### config.mk
export PLATFORM = sky130hd
export DESIGN_NAME = color_gradient_ramp_generator_core
export DESIGN_NICKNAME = d
export VERILOG_FILES = /design/src/hdl/cgrg_pkg.sv /design/src/hdl/cgrg_divider.sv /design/src/hdl/cgrg_frac.sv /design/src/hdl/cgrg_mix.sv /design/src/hdl/color_gradient_ramp_generator_core.sv
export SDC_FILE = /design/constraint.sdc
export NUM_CORES = 2
export LEC_CHECK = 0
export BUFFER_PORTS_ARGS = -buffer_cell sky130_fd_sc_hd__buf_2
export CAP_MARGIN = 20
export CORE_ASPECT_RATIO = 0.8
export CORE_MARGIN = 2
export CORE_UTILIZATION = 40
export CTS_CLUSTER_SIZE = 12
export DETAILED_ROUTE_END_ITERATION = 10
export GPL_TIMING_DRIVEN = 0
export PLACE_DENSITY = 0.69
export SYNTH_ARGS = -nofsm -noshare
export SYNTH_HDL_FRONTEND = slang
export SYNTH_SLANG_ARGS = --single-unit
### constraint.sdc
create_clock -name aclk -period 9.85 [get_ports aclk]
set_input_delay 1.4775 -clock aclk [delete_from_list [all_inputs] [get_ports aclk]]
set_output_delay 1.4775 -clock aclk [all_outputs]
set_load 0.02 [all_outputs]
### src/hdl/cgrg_pkg.sv
// ----------------------------------------------------------------------------
// cgrg_pkg
// Shared types, constants and segment helpers of the color gradient ramp.
// ----------------------------------------------------------------------------
package cgrg_pkg;

    localparam int INDEX_WIDTH_DEFAULT = 16;
    localparam int FIELD_WIDTH         = 16;
    localparam int COLOR_WIDTH         = 24;
    localparam int CHAN_WIDTH          = 8;
    localparam int NUM_CHANS           = 3;
    localparam int NUM_STOPS           = 5;
    localparam int CFG_INDEX_WIDTH     = 3;

    localparam int FRAC_BITS           = 16;
    localparam int POS_WIDTH           = FRAC_BITS + 1;
    localparam int DIV_BITS_PER_STAGE  = 4;
    localparam int DIV_STAGES          = FRAC_BITS / DIV_BITS_PER_STAGE;

    localparam int SEG_OFS_WIDTH       = 15;
    localparam int RECIP_WIDTH         = 19;
    localparam int PROD1_WIDTH         = SEG_OFS_WIDTH + RECIP_WIDTH;
    localparam int PROD2_WIDTH         = POS_WIDTH + SEG_OFS_WIDTH;
    localparam int MIX_PROD_WIDTH      = CHAN_WIDTH + POS_WIDTH;
    localparam int MIX_SUM_WIDTH       = MIX_PROD_WIDTH + 1;
    localparam int MIX_VAL_WIDTH       = MIX_SUM_WIDTH - FRAC_BITS;

    localparam logic [POS_WIDTH-1:0] POS_ONE = {1'b1, {FRAC_BITS{1'b0}}};

    localparam logic [POS_WIDTH-1:0] TH_1 = 17'd19661;
    localparam logic [POS_WIDTH-1:0] TH_2 = 17'd32768;
    localparam logic [POS_WIDTH-1:0] TH_3 = 17'd45875;

    localparam int SEG_W_OUTER = 19661;
    localparam int SEG_W_INNER = 13107;

    // floor(2^32 / width), off by at most one after the shift
    localparam logic [RECIP_WIDTH-1:0] RECIP_OUTER =
        RECIP_WIDTH'((64'd1 << (2 * FRAC_BITS)) / 64'(SEG_W_OUTER));
    localparam logic [RECIP_WIDTH-1:0] RECIP_INNER =
        RECIP_WIDTH'((64'd1 << (2 * FRAC_BITS)) / 64'(SEG_W_INNER));

    localparam logic [CFG_INDEX_WIDTH-1:0] REG_NUM_COLORS = 3'd0;
    localparam logic [CFG_INDEX_WIDTH-1:0] REG_STOP0      = 3'd1;
    localparam logic [CFG_INDEX_WIDTH-1:0] REG_STOP1      = 3'd2;
    localparam logic [CFG_INDEX_WIDTH-1:0] REG_STOP2      = 3'd3;
    localparam logic [CFG_INDEX_WIDTH-1:0] REG_STOP3      = 3'd4;
    localparam logic [CFG_INDEX_WIDTH-1:0] REG_STOP4      = 3'd5;

    typedef logic [NUM_STOPS-1:0][COLOR_WIDTH-1:0] stop_colors_t;

    localparam logic [FIELD_WIDTH-1:0] NUM_COLORS_RESET = 16'd20;
    localparam stop_colors_t STOP_COLORS_RESET = {
        24'hFFAF00, 24'hFF2400, 24'hFF69B4, 24'h800080, 24'h00A8FF
    };

    typedef enum logic [1:0] {
        SEG_0 = 2'd0,
        SEG_1 = 2'd1,
        SEG_2 = 2'd2,
        SEG_3 = 2'd3
    } seg_t;

    typedef struct packed {
        logic active;
        logic one;
    } pos_ovr_t;

    function automatic logic [POS_WIDTH-1:0] seg_start(seg_t seg);
        case (seg)
            SEG_0:   return '0;
            SEG_1:   return TH_1;
            SEG_2:   return TH_2;
            SEG_3:   return TH_3;
            default: return '0;
        endcase
    endfunction

    function automatic logic [SEG_OFS_WIDTH-1:0] seg_width(seg_t seg);
        case (seg)
            SEG_0, SEG_3: return SEG_OFS_WIDTH'(SEG_W_OUTER);
            SEG_1, SEG_2: return SEG_OFS_WIDTH'(SEG_W_INNER);
            default:      return SEG_OFS_WIDTH'(SEG_W_OUTER);
        endcase
    endfunction

    function automatic logic [RECIP_WIDTH-1:0] seg_recip(seg_t seg);
        case (seg)
            SEG_0, SEG_3: return RECIP_OUTER;
            SEG_1, SEG_2: return RECIP_INNER;
            default:      return RECIP_OUTER;
        endcase
    endfunction

endpackage

### src/hdl/cgrg_divider.sv
// ----------------------------------------------------------------------------
// cgrg_divider
// Pipelined restoring divider: position = (index << 16) / divisor, four
// quotient bits per stage, with override to zero or one carried alongside.
// ----------------------------------------------------------------------------
module cgrg_divider
    import cgrg_pkg::*;
#(
    parameter int IW = INDEX_WIDTH_DEFAULT
) (
    input  logic                 aclk,
    input  logic                 aresetn,
    input  logic                 in_valid,
    output logic                 in_ready,
    input  logic [IW-1:0]        in_dividend,
    input  logic [IW-1:0]        in_divisor,
    input  pos_ovr_t             in_ovr,
    output logic                 out_valid,
    input  logic                 out_ready,
    output logic [POS_WIDTH-1:0] out_pos
);

    localparam int LAST = DIV_STAGES - 1;

    logic [DIV_STAGES-1:0] valid_reg;
    logic [DIV_STAGES-1:0] stage_ready;
    logic [IW-1:0]         rem_reg  [DIV_STAGES];
    logic [IW-1:0]         dvsr_reg [DIV_STAGES];
    logic [FRAC_BITS-1:0]  quo_reg  [DIV_STAGES];
    pos_ovr_t              ovr_reg  [DIV_STAGES];

    for (genvar k = 0; k < DIV_STAGES; k++) begin : g_stage
        logic                 valid_src;
        logic [IW-1:0]        rem_src;
        logic [IW-1:0]        dvsr_src;
        logic [FRAC_BITS-1:0] quo_src;
        pos_ovr_t             ovr_src;
        logic [IW-1:0]        rem_next;
        logic [FRAC_BITS-1:0] quo_next;
        logic [IW:0]          shifted;

        if (k == 0) begin : g_first
            assign valid_src = in_valid;
            assign rem_src   = in_dividend;
            assign dvsr_src  = in_divisor;
            assign quo_src   = '0;
            assign ovr_src   = in_ovr;
        end else begin : g_next
            assign valid_src = valid_reg[k-1];
            assign rem_src   = rem_reg[k-1];
            assign dvsr_src  = dvsr_reg[k-1];
            assign quo_src   = quo_reg[k-1];
            assign ovr_src   = ovr_reg[k-1];
        end

        if (k == LAST) begin : g_ready_last
            assign stage_ready[k] = !valid_reg[k] || out_ready;
        end else begin : g_ready_mid
            assign stage_ready[k] = !valid_reg[k] || stage_ready[k+1];
        end

        always_comb begin
            rem_next = rem_src;
            quo_next = quo_src;
            shifted  = '0;
            for (int b = 0; b < DIV_BITS_PER_STAGE; b++) begin
                shifted  = {rem_next, 1'b0};
                quo_next = {quo_next[FRAC_BITS-2:0], (shifted >= {1'b0, dvsr_src})};
                if (quo_next[0]) begin
                    rem_next = IW'(shifted - {1'b0, dvsr_src});
                end else begin
                    rem_next = shifted[IW-1:0];
                end
            end
        end

        always_ff @(posedge aclk) begin
            if (!aresetn) begin
                valid_reg[k] <= 1'b0;
            end else if (stage_ready[k]) begin
                valid_reg[k] <= valid_src;
            end
        end

        always_ff @(posedge aclk) begin
            if (stage_ready[k]) begin
                rem_reg[k]  <= rem_next;
                dvsr_reg[k] <= dvsr_src;
                quo_reg[k]  <= quo_next;
                ovr_reg[k]  <= ovr_src;
            end
        end
    end

    assign in_ready  = stage_ready[0];
    assign out_valid = valid_reg[LAST];

    always_comb begin
        if (ovr_reg[LAST].active) begin
            out_pos = ovr_reg[LAST].one ? POS_ONE : '0;
        end else begin
            out_pos = {1'b0, quo_reg[LAST]};
        end
    end

    // partial remainder stays below the divisor on a real division
    a_rem_below_divisor: assert property (@(posedge aclk) disable iff (!aresetn)
        (valid_reg[LAST] && !ovr_reg[LAST].active) |-> (rem_reg[LAST] < dvsr_reg[LAST]))
        else $error("divider remainder not below divisor");

endmodule

### src/hdl/cgrg_frac.sv
// ----------------------------------------------------------------------------
// cgrg_frac
// Finds the ramp segment of a position and the local Q1.16 fraction within
// it, dividing by the constant segment width through a reciprocal multiply.
// ----------------------------------------------------------------------------
module cgrg_frac
    import cgrg_pkg::*;
(
    input  logic                 aclk,
    input  logic                 aresetn,
    input  logic                 in_valid,
    output logic                 in_ready,
    input  logic [POS_WIDTH-1:0] in_pos,
    output logic                 out_valid,
    input  logic                 out_ready,
    output logic [POS_WIDTH-1:0] out_frac,
    output seg_t                 out_seg
);

    logic a_valid_reg, b_valid_reg, c_valid_reg, d_valid_reg;
    logic a_ready, b_ready, c_ready, d_ready;

    seg_t                     seg_next;
    logic [SEG_OFS_WIDTH-1:0] ofs_next;
    seg_t                     seg_a_reg, seg_b_reg, seg_c_reg, seg_d_reg;
    logic [SEG_OFS_WIDTH-1:0] ofs_a_reg, ofs_b_reg, ofs_c_reg;
    logic [PROD1_WIDTH-1:0]   prod1_b_reg;
    logic [POS_WIDTH-1:0]     quo0_next;
    logic [POS_WIDTH-1:0]     quo0_c_reg;
    logic [PROD2_WIDTH-1:0]   prod2_c_reg;
    logic [PROD2_WIDTH-1:0]   rem;
    logic [PROD2_WIDTH-1:0]   width_c;
    logic [POS_WIDTH-1:0]     frac_next;
    logic [POS_WIDTH-1:0]     frac_d_reg;

    assign d_ready  = !d_valid_reg || out_ready;
    assign c_ready  = !c_valid_reg || d_ready;
    assign b_ready  = !b_valid_reg || c_ready;
    assign a_ready  = !a_valid_reg || b_ready;
    assign in_ready = a_ready;

    // a border position belongs to the lower segment
    always_comb begin
        if (in_pos <= TH_1) begin
            seg_next = SEG_0;
        end else if (in_pos <= TH_2) begin
            seg_next = SEG_1;
        end else if (in_pos <= TH_3) begin
            seg_next = SEG_2;
        end else begin
            seg_next = SEG_3;
        end
        ofs_next = SEG_OFS_WIDTH'(in_pos - seg_start(seg_next));
    end

    assign quo0_next = POS_WIDTH'(prod1_b_reg >> FRAC_BITS);
    assign width_c   = PROD2_WIDTH'(seg_width(seg_c_reg));
    assign rem       = {1'b0, ofs_c_reg, {FRAC_BITS{1'b0}}} - prod2_c_reg;
    assign frac_next = (rem >= width_c) ? quo0_c_reg + 1'b1 : quo0_c_reg;

    always_ff @(posedge aclk) begin
        if (!aresetn) begin
            a_valid_reg <= 1'b0;
            b_valid_reg <= 1'b0;
            c_valid_reg <= 1'b0;
            d_valid_reg <= 1'b0;
        end else begin
            if (a_ready) begin
                a_valid_reg <= in_valid;
            end
            if (b_ready) begin
                b_valid_reg <= a_valid_reg;
            end
            if (c_ready) begin
                c_valid_reg <= b_valid_reg;
            end
            if (d_ready) begin
                d_valid_reg <= c_valid_reg;
            end
        end
    end

    always_ff @(posedge aclk) begin
        if (a_ready) begin
            seg_a_reg <= seg_next;
            ofs_a_reg <= ofs_next;
        end
        if (b_ready) begin
            seg_b_reg   <= seg_a_reg;
            ofs_b_reg   <= ofs_a_reg;
            prod1_b_reg <= PROD1_WIDTH'(ofs_a_reg) * PROD1_WIDTH'(seg_recip(seg_a_reg));
        end
        if (c_ready) begin
            seg_c_reg   <= seg_b_reg;
            ofs_c_reg   <= ofs_b_reg;
            quo0_c_reg  <= quo0_next;
            prod2_c_reg <= PROD2_WIDTH'(quo0_next) * PROD2_WIDTH'(seg_width(seg_b_reg));
        end
        if (d_ready) begin
            seg_d_reg  <= seg_c_reg;
            frac_d_reg <= frac_next;
        end
    end

    assign out_valid = d_valid_reg;
    assign out_frac  = frac_d_reg;
    assign out_seg   = seg_d_reg;

    // reciprocal estimate is short by at most one
    a_rem_in_range: assert property (@(posedge aclk) disable iff (!aresetn)
        c_valid_reg |-> (rem < (width_c << 1)))
        else $error("reciprocal correction out of range");

    a_frac_max: assert property (@(posedge aclk) disable iff (!aresetn)
        d_valid_reg |-> (frac_d_reg <= POS_ONE))
        else $error("fraction above one");

endmodule

### src/hdl/cgrg_mix.sv
// ----------------------------------------------------------------------------
// cgrg_mix
// Blends the two stop colors of a segment by the local fraction, one
// multiplier pair per channel, then sums, floors and clamps.
// ----------------------------------------------------------------------------
module cgrg_mix
    import cgrg_pkg::*;
(
    input  logic                  aclk,
    input  logic                  aresetn,
    input  stop_colors_t          stop_colors,
    input  logic                  in_valid,
    output logic                  in_ready,
    input  logic [POS_WIDTH-1:0]  in_frac,
    input  seg_t                  in_seg,
    output logic                  out_valid,
    input  logic                  out_ready,
    output logic [CHAN_WIDTH-1:0] out_red,
    output logic [CHAN_WIDTH-1:0] out_green,
    output logic [CHAN_WIDTH-1:0] out_blue
);

    logic e_valid_reg, f_valid_reg;
    logic e_ready, f_ready;

    logic [COLOR_WIDTH-1:0]    color_a;
    logic [COLOR_WIDTH-1:0]    color_b;
    logic [POS_WIDTH-1:0]      frac_inv;
    logic [MIX_PROD_WIDTH-1:0] pa_next [NUM_CHANS];
    logic [MIX_PROD_WIDTH-1:0] pb_next [NUM_CHANS];
    logic [MIX_PROD_WIDTH-1:0] pa_reg  [NUM_CHANS];
    logic [MIX_PROD_WIDTH-1:0] pb_reg  [NUM_CHANS];
    logic [CHAN_WIDTH-1:0]     chan_next [NUM_CHANS];
    logic [CHAN_WIDTH-1:0]     chan_reg  [NUM_CHANS];

    assign f_ready  = !f_valid_reg || out_ready;
    assign e_ready  = !e_valid_reg || f_ready;
    assign in_ready = e_ready;

    always_comb begin
        case (in_seg)
            SEG_0: begin
                color_a = stop_colors[0];
                color_b = stop_colors[1];
            end
            SEG_1: begin
                color_a = stop_colors[1];
                color_b = stop_colors[2];
            end
            SEG_2: begin
                color_a = stop_colors[2];
                color_b = stop_colors[3];
            end
            SEG_3: begin
                color_a = stop_colors[3];
                color_b = stop_colors[4];
            end
            default: begin
                color_a = stop_colors[0];
                color_b = stop_colors[1];
            end
        endcase
    end

    assign frac_inv = POS_ONE - in_frac;

    always_comb begin
        for (int ch = 0; ch < NUM_CHANS; ch++) begin
            pa_next[ch] = MIX_PROD_WIDTH'(color_a[ch*CHAN_WIDTH +: CHAN_WIDTH])
                        * MIX_PROD_WIDTH'(frac_inv);
            pb_next[ch] = MIX_PROD_WIDTH'(color_b[ch*CHAN_WIDTH +: CHAN_WIDTH])
                        * MIX_PROD_WIDTH'(in_frac);
        end
    end

    always_comb begin
        logic [MIX_SUM_WIDTH-1:0] sum;
        logic [MIX_VAL_WIDTH-1:0] val;
        for (int ch = 0; ch < NUM_CHANS; ch++) begin
            sum = MIX_SUM_WIDTH'(pa_reg[ch]) + MIX_SUM_WIDTH'(pb_reg[ch]);
            val = MIX_VAL_WIDTH'(sum >> FRAC_BITS);
            chan_next[ch] = (val > MIX_VAL_WIDTH'({CHAN_WIDTH{1'b1}})) ?
                            {CHAN_WIDTH{1'b1}} : val[CHAN_WIDTH-1:0];
        end
    end

    always_ff @(posedge aclk) begin
        if (!aresetn) begin
            e_valid_reg <= 1'b0;
            f_valid_reg <= 1'b0;
        end else begin
            if (e_ready) begin
                e_valid_reg <= in_valid;
            end
            if (f_ready) begin
                f_valid_reg <= e_valid_reg;
            end
        end
    end

    always_ff @(posedge aclk) begin
        if (e_ready) begin
            pa_reg <= pa_next;
            pb_reg <= pb_next;
        end
        if (f_ready) begin
            chan_reg <= chan_next;
        end
    end

    assign out_valid = f_valid_reg;
    assign out_red   = chan_reg[2];
    assign out_green = chan_reg[1];
    assign out_blue  = chan_reg[0];

endmodule

### src/hdl/color_gradient_ramp_generator_core.sv
// ----------------------------------------------------------------------------
// color_gradient_ramp_generator_core
// Five-stop linear color ramp: color index in, interpolated RGB out.
// ----------------------------------------------------------------------------
// Takes one color index per clock while the output is not stalled and returns
// one RGB beat per index, in order, through one input stage, four divider stages
// (four quotient bits each), four stages of segment lookup and reciprocal
// division by the segment width, and two blend stages ending in the output
// register. Sustained rate is one beat per clock when the output is not
// stalled, set by the fully pipelined divider. A stall at the output fills the
// pipeline bubbles before s_ready drops. Configuration registers are read
// live by the pipeline, so write them only while no beat is in flight.
// ----------------------------------------------------------------------------
module color_gradient_ramp_generator_core
    import cgrg_pkg::*;
#(
    parameter int INDEX_WIDTH = INDEX_WIDTH_DEFAULT
) (
    input  logic                       aclk,
    input  logic                       aresetn,
    input  logic                       cfg_we,
    input  logic [CFG_INDEX_WIDTH-1:0] cfg_index,
    input  logic [COLOR_WIDTH-1:0]     cfg_wdata,
    input  logic                       s_valid,
    output logic                       s_ready,
    input  logic [FIELD_WIDTH-1:0]     s_color_index,
    output logic                       m_valid,
    input  logic                       m_ready,
    output logic [CHAN_WIDTH-1:0]      m_red,
    output logic [CHAN_WIDTH-1:0]      m_green,
    output logic [CHAN_WIDTH-1:0]      m_blue
);

    localparam int IW = (INDEX_WIDTH < FIELD_WIDTH) ? INDEX_WIDTH : FIELD_WIDTH;

    logic [FIELD_WIDTH-1:0] num_colors_reg, num_colors_next;
    stop_colors_t           stop_colors_reg, stop_colors_next;

    logic [IW-1:0] idx;
    logic [IW-1:0] ncol;
    logic [IW-1:0] dvsr_next;
    pos_ovr_t      ovr_next;

    logic          in_valid_reg;
    logic [IW-1:0] idx_reg;
    logic [IW-1:0] dvsr_reg;
    pos_ovr_t      ovr_reg;

    logic                 div_in_ready;
    logic                 div_out_valid;
    logic                 div_out_ready;
    logic [POS_WIDTH-1:0] div_pos;

    logic                 frac_out_valid;
    logic                 frac_out_ready;
    logic [POS_WIDTH-1:0] frac_val;
    seg_t                 frac_seg;

    always_comb begin
        num_colors_next  = num_colors_reg;
        stop_colors_next = stop_colors_reg;
        if (cfg_we) begin
            case (cfg_index)
                REG_NUM_COLORS: num_colors_next    = cfg_wdata[FIELD_WIDTH-1:0];
                REG_STOP0:      stop_colors_next[0] = cfg_wdata;
                REG_STOP1:      stop_colors_next[1] = cfg_wdata;
                REG_STOP2:      stop_colors_next[2] = cfg_wdata;
                REG_STOP3:      stop_colors_next[3] = cfg_wdata;
                REG_STOP4:      stop_colors_next[4] = cfg_wdata;
                default: ;
            endcase
        end
    end

    always_ff @(posedge aclk) begin
        if (!aresetn) begin
            num_colors_reg  <= NUM_COLORS_RESET;
            stop_colors_reg <= STOP_COLORS_RESET;
        end else begin
            num_colors_reg  <= num_colors_next;
            stop_colors_reg <= stop_colors_next;
        end
    end

    // single color or none pins the position to zero, last index or past to one
    assign idx       = s_color_index[IW-1:0];
    assign ncol      = num_colors_reg[IW-1:0];
    assign dvsr_next = ncol - IW'(1);

    always_comb begin
        ovr_next.active = (ncol <= IW'(1)) || (idx >= dvsr_next);
        ovr_next.one    = (ncol > IW'(1));
    end

    assign s_ready = !in_valid_reg || div_in_ready;

    always_ff @(posedge aclk) begin
        if (!aresetn) begin
            in_valid_reg <= 1'b0;
        end else if (s_ready) begin
            in_valid_reg <= s_valid;
        end
    end

    always_ff @(posedge aclk) begin
        if (s_ready) begin
            idx_reg  <= idx;
            dvsr_reg <= dvsr_next;
            ovr_reg  <= ovr_next;
        end
    end

    cgrg_divider #(
        .IW (IW)
    ) u_divider (
        .aclk        (aclk),
        .aresetn     (aresetn),
        .in_valid    (in_valid_reg),
        .in_ready    (div_in_ready),
        .in_dividend (idx_reg),
        .in_divisor  (dvsr_reg),
        .in_ovr      (ovr_reg),
        .out_valid   (div_out_valid),
        .out_ready   (div_out_ready),
        .out_pos     (div_pos)
    );

    cgrg_frac u_frac (
        .aclk      (aclk),
        .aresetn   (aresetn),
        .in_valid  (div_out_valid),
        .in_ready  (div_out_ready),
        .in_pos    (div_pos),
        .out_valid (frac_out_valid),
        .out_ready (frac_out_ready),
        .out_frac  (frac_val),
        .out_seg   (frac_seg)
    );

    cgrg_mix u_mix (
        .aclk        (aclk),
        .aresetn     (aresetn),
        .stop_colors (stop_colors_reg),
        .in_valid    (frac_out_valid),
        .in_ready    (frac_out_ready),
        .in_frac     (frac_val),
        .in_seg      (frac_seg),
        .out_valid   (m_valid),
        .out_ready   (m_ready),
        .out_red     (m_red),
        .out_green   (m_green),
        .out_blue    (m_blue)
    );

    // backpressure only ever starts at a stalled output beat
    a_stall_from_output: assert property (@(posedge aclk) disable iff (!aresetn)
        !s_ready |-> (m_valid && !m_ready))
        else $error("input stalled without a stalled output");

endmodule
# Yosys cells after proc, flatten, opt, wreduce, memory -nomap -nowiden
# Memories as Yosys holds them, arrays and structs flattened.
# Cells that the tools add are included.
word_totals:
  out_inout_bits: 26
  ramBits: 200
  word_cells: 202
  n_memories: 4
  in_bits: 48
  reg_bits: 507
op_classes:
  n_reduce_logical: 41
  mux: 38
  multipliers: 8
  n_eq_ne: 20
  order_cmp: 26
  add_sub_neg: 24
memory_table:
  columns: ["name", "depth", "word_bits", "rd", "rd_clocked_by_memory_dff", "wr", "line_no", "source"]
  rows:
  - ["u_divider.dvsr_reg", 4, 16, 3, 0, 4, "cgrg_divider.sv:28", "logic [IW-1:0] dvsr_reg [DIV_STAGES];"]
  - ["u_divider.quo_reg", 4, 16, 4, 0, 4, "cgrg_divider.sv:29", "logic [FRAC_BITS-1:0] quo_reg [DIV_STAGES];"]
  - ["u_divider.rem_reg", 4, 16, 3, 0, 4, "cgrg_divider.sv:27", "logic [IW-1:0] rem_reg [DIV_STAGES];"]
  - ["u_divider.ovr_reg", 4, 2, 4, 0, 4, "cgrg_divider.sv:30", "pos_ovr_t ovr_reg [DIV_STAGES];"]
ops:
  columns: ["operator", "count"]
  rows:
  - ["$ge 17x16->1", 16]
  - ["$mux 16", 16]
  - ["$sub 16x16->16", 16]
  - ["$pmux 24 s4", 2]
  - ["$mul 8x17->25", 6]
  - ["$add 25x25->26", 3]
  - ["$pmux 15 s2", 2]
  - ["$pmux 15 s4", 1]
  - ["$mux 17", 3]
  - ["$pmux 19 s2", 1]
  - ["$le 17x16->1 const B", 2]
  - ["$mul 15x19->33", 1]
  - ["$ge 32x15->1", 1]
  - ["$mul 17x15->32", 1]
  - ["$sub 31x32->32", 1]
  - ["$gt 10x8->1 const B", 3]
  - ["$eq 2x2->1 const B", 10]
  - ["$mux 19", 1]
  - ["$add 17x1->17 const B", 1]
  - ["$le 17x15->1 const B", 1]
  - ["$sub 17x17->17 const A", 1]
  - ["$ge 16x16->1", 1]
  - ["$gt 16x1->1 const B", 1]
  - ["$le 16x1->1 const B", 1]
  - ["15 further kinds", 65]

# Longest topological paths before layout
logic_depth:
  depth_word: 13
  ltp_mapped: 46
  ltp_nobuf: 42

# Modules after synthesis
# A second synthesis with hierarchy kept.
unflattened:
  hier_cells: 8415
  hier_area_um2: 78336.4
by_module_without_submodules:
  columns: ["mod", "area_per_inst_um2", "seq_area_each_um2", "cells_per_inst", "instances"]
  rows:
  - ["cgrg_mix", 34420.5, 5265.0, 3675, 1]
  - ["cgrg_frac", 18939.4, 4134.0, 1872, 1]
  - ["cgrg_divider", 18261.3, 4404.2, 2126, 1]
  - ["color_gradient_ramp_generator_core", 6715.2, 3763.6, 742, 1]

# Least setup slack after synthesis
# Ideal clock, no wire load.
synth_timing:
  path_kind: "register to register"
  startpoint: "register dvsr_reg[1]"
  endpoint: "memory u_divider.rem_reg[0][10] (netlist name) (data pin)"
  t_required_ns: 9.590
  synth_period_minus_slack_ns: 10.429
  t_arrival_ns: 10.169
  setup_ns: 0.260
  n_path_buf: 5
  setup_slack_ns: -0.579
  stages_incl_launch_ff: 46
  cell_sequence: "edfxtp_1 inv_1 ha_1 nor2b_1 o31a_1 o21a_1 o211ai_1 a31oi_1 clkbuf_1 buf_1 mux2_2 ha_1 a21o_1 a21o_1 a2111oi_4 nand3_2 a221oi_4 or2b_2 [10 not listed] nor3_1 o21ai_0 a211oi_4 inv_2 buf_2 mux2_2 ha_1 o21a_1 o21ai_0 a21oi_1 a311oi_1 a21oi_1 and4_1 o31ai_1 a21boi_0 a2111oi_4 buf_6 mux2_4"
synth_lines:
  columns: ["item", "line_no", "source"]
  rows:
  - ["start, declared", "color_gradient_ramp_generator_core.sv:46", "logic [IW-1:0] dvsr_reg;"]
  - ["start signal, assigned", "color_gradient_ramp_generator_core.sv:108", "dvsr_reg <= dvsr_next;"]
  - ["end, declared", "cgrg_divider.sv:27", null]

==> summary.md <==
The flow ran to the end, but the final reports show violations. The checks that failed: setup timing. The area growth from synthesis to layout was 12.2%; the final worst slack was -0.0614 ns. The portion of synthesized cell area occupied by the leading cell type works out to 0.210. The count of flip-flops with a built-in enable after synthesis works out to 487. The standard cell core area came out at 188000 sq um. The tools report the number of violations reported at the end of detailed-routing iteration 0 as 5381.

In the routed design, unresolved DRC markers number 0. The flip-flop count of the largest register, all copies and words added came out at 120. The sequential fraction of the synthesis area was 0.232. The initialized floorplan defines 142 standard-cell rows. A synthesized cell averages 9.55 sq um. The post-placement cell area is 79700 sq um, and the worst slew margin relative to its limit is 0.180. Chip height: 393 microns. The initial antenna violation count is 22, and the insertion delay of the later-clocked pin in the worst-skew pair is 0.71 ns. After layout, the minimum clock period comes to 9.91 ns.

Leaving out filler cells and counting taps, the final layout contains 10882. Kind of critical path: register to register. For the netlist area before placement, the log shows 75800 sq um. STA classifies the critical path endpoint as a register. The synthesized instance count is 7943. Counting the buffers created by CTS gives 75. The path type of the worst min-delay path was register to register. The largest driver fanout on the critical path came out at 8. The count of buffers added on input and output ports is 72.

Among all flip-flop cells after synthesis, the most frequent one is edfxtp_1. For the overall overflow remaining after global route, the log shows 0. The wire-length estimate of the detail-placed layout is 174000 microns. Buffering stage count on the worst path with inverters included: 8. The final layout contains 10039 nets.

Setup repair after global routing could not meet its margin everywhere. The length of the first detailed-routing pass in iterations was 6. The largest total area in the synthesized netlist belongs to fa_1.

The kind of cell adding the most delay to the critical path is compound AO/OA/AOI/OAI gates. Setup violations remaining at the end of the flow were counted as 16. Counting cells, the worst reg-to-reg path comes to 44. In the routed layout, each cell is associated on average with a via count of 5.46. The logs give 0.220 for the total global-route track usage and 334000 microns for the global-route wire length before repair. TritonCTS built the clock tree. The number of global-route vias before repair is 58451. STA classifies the critical path startpoint as a register. The final-report max-slew violation count came out at 0. The x dimension of the die works out to 491 microns. The final period utilization is 1.01, and the final setup TNS is -0.698 ns. The register clock-pin slew on the reported worst setup and hold paths works out to 0.06 ns.

By area the synthesized netlist is led by fa_1 (21%), edfxtp_1 (19%), ha_1 (15%). Hold repair after CTS inserted 0 buffers. For this run, the top clock speed supported by timing is 101 MHz. Share of synthesized registers carrying an async set or reset: 0. The logs give 59427 for the number of vias in the routed layout and 97 for the number of distinct library cell variants in the gate-level netlist after synthesis.

The cell count along the critical path is 44. The number of instances on the worst hold path is 0. The number of warnings reported in the yosys synthesis log was 0; the transition time of the tightest slew-check pin was 1.22 ns.

For this design the top-level I/O count stands at 74. Counting along the longest clock path gives a buffer depth of 3. The tool flagged a number of max-cap violations equal to 0. Clock tree synthesis found a total of 634 sinks. The root buffer selected by CTS was clkbuf_16.

The synthesized design contains 634 register bits. The logs give 10567 for the number of cells after detailed placement and 0.0401 ns for the post-route clock skew. After routing the design area is 85000 sq um. The starting utilization of the core area is 0.404. Final routed wire length divided by cell count: 20.1 microns. The H-tree generated during clock tree synthesis spans 3 levels.

The worst endpoint required time is 10.29 ns, and the final RePlAce weighted congestion is 0.955. The share of final-layout standard cells stronger than drive strength 1 works out to 0.0996. The die covers 193000 sq um.

For this design, the slowest cell found on the critical path is edfxtp_1. The count of nets left with antenna violations once routing finished came out at 0. Data on the critical path arrives at its endpoint at 10.36 ns. Entering global routing, the biggest net connects 75 pins.

The largest single stage delay on the critical path is 0.43 ns. The routed wire length was 218000 microns; the number of hold violations in the final report was 0.
## layer usage
layer	global-route usage	share of wire	up-vias
li1	-	-	27327
met1	0.315	0.45	29294
met2	0.332	0.43	2401
met3	0.0435	0.089	403
met4	0.0735	0.036	2
met5	0	0.000060	-
## synth_stat cells, types with 9 or more instances
cell type and number:
xnor2_1 280, o211ai_1 27, a211o_1 16, buf_1 30, nand2_1 1028, or4_1 9
dfxtp_1 147, a21boi_0 96, nand4_1 50, mux2_4 9, o21ai_0 220, nor3_1 115
a31o_2 16, a21oi_1 301, or2_2 26, nand2b_1 71, a41oi_1 11, fa_1 795
and2_1 279, and3_1 43, mux4_2 39, edfxtp_1 487, inv_1 1116, o21bai_1 40
xor2_1 167, a21o_1 179, nor2b_1 76, o31ai_1 19, a211oi_1 33, o41ai_1 17
nor4_1 33, mux2i_1 19, mux2_2 143, nand3b_1 9, a31oi_1 29, clkbuf_1 194
o31a_1 12, nand3_1 141, ha_1 900, o21a_1 92, or3_1 52, o2111ai_1 11
nor2_1 422
## stage by stage
step | utilization | hold slack (ns) | worst slack, ns
after floorplan | - | 0.400 | 0.0129
after global placement | 0.423 | 0.406 | -2.52
after detailed placement | 0.424 | 0.405 | -2.66
after CTS | 0.445 | 0.410 | 0.00870
after global routing | 0.453 | 0.420 | -0.310
final | 0.453 | 0.414 | -0.0614
## cell type report
type	instances	area, sq um
inverters	1121	4260
flip-flops and latches	634	17600
clock inverters	35	489
diodes	9	22.5
clock buffers	99	2000
well taps	2520	3150
fillers	17592	103000
plain buffers	233	1090
repair buffers	260	2010
multi-input cells	5971	54400
## kinds of logic (layout without fill, tap and decap cells)
kind of cell,after synthesis,after routing,synth area share
flip-flops,634,634,0.232
XOR/XNOR,447,447,0.0516
AND/OR/NAND/NOR,2384,2384,0.146
multiplexers,212,212,0.0376
AO/OA/AOI/OAI,1214,1214,0.107
adder cells (fa/ha/maj),1695,1695,0.358
other,2,28,0.0000991
buffers and inverters,1355,1748,0.0674
## placed cells by master (no fill, tap or decap), types with 20 or more instances in the layout
master / instances
and3_1: 42
and2_1: 278
ha_1: 856
nor2b_1: 72
a31oi_1: 26
a21oi_1: 267
ha_4: 35
xor2_1: 167
nor3_1: 109
buf_1: 24
buf_4: 169
inv_1: 1086
mux2_2: 113
edfxtp_1: 487
o21ai_0: 202
dfxtp_1: 147
buf_2: 77
mux4_2: 39
nor4_1: 31
or2_2: 26
nand2_1: 1024
nor2_1: 415
o21bai_1: 40
a21o_1: 179
a21boi_0: 94
clkbuf_16: 77
a21oi_2: 28
or3_1: 51
mux2_4: 39
nand3_1: 138
a211oi_1: 31
xnor2_1: 280
nand4_1: 50
fa_1: 795
clkbuf_1: 203
o211ai_1: 27
inv_2: 20
nand2b_1: 71
o21a_1: 91
## path summary, 6_finish.rpt
path / from / to / slack [ns]
max: dvsr_reg[1] / u_divider.rem_reg[0][7] / -0.06
min: ovr_reg[1] / u_divider.ovr_reg[0][1] / 0.41
max reg2reg: dvsr_reg[1] / u_divider.rem_reg[0][7] / -0.06
min reg2reg: ovr_reg[1] / u_divider.ovr_reg[0][1] / 0.41
## repair_timing
item,CTS,global route
cloned,0,4
endpoints found under the setup margin,52,53
hold endpoints to repair,0,0
pin swaps,48,84
resized for setup,165,184
buffers inserted,74,91
Power is left out: the tool's default activity adds up to more than one toggle a clock period on the data nets, which glitch-free logic cannot reach.
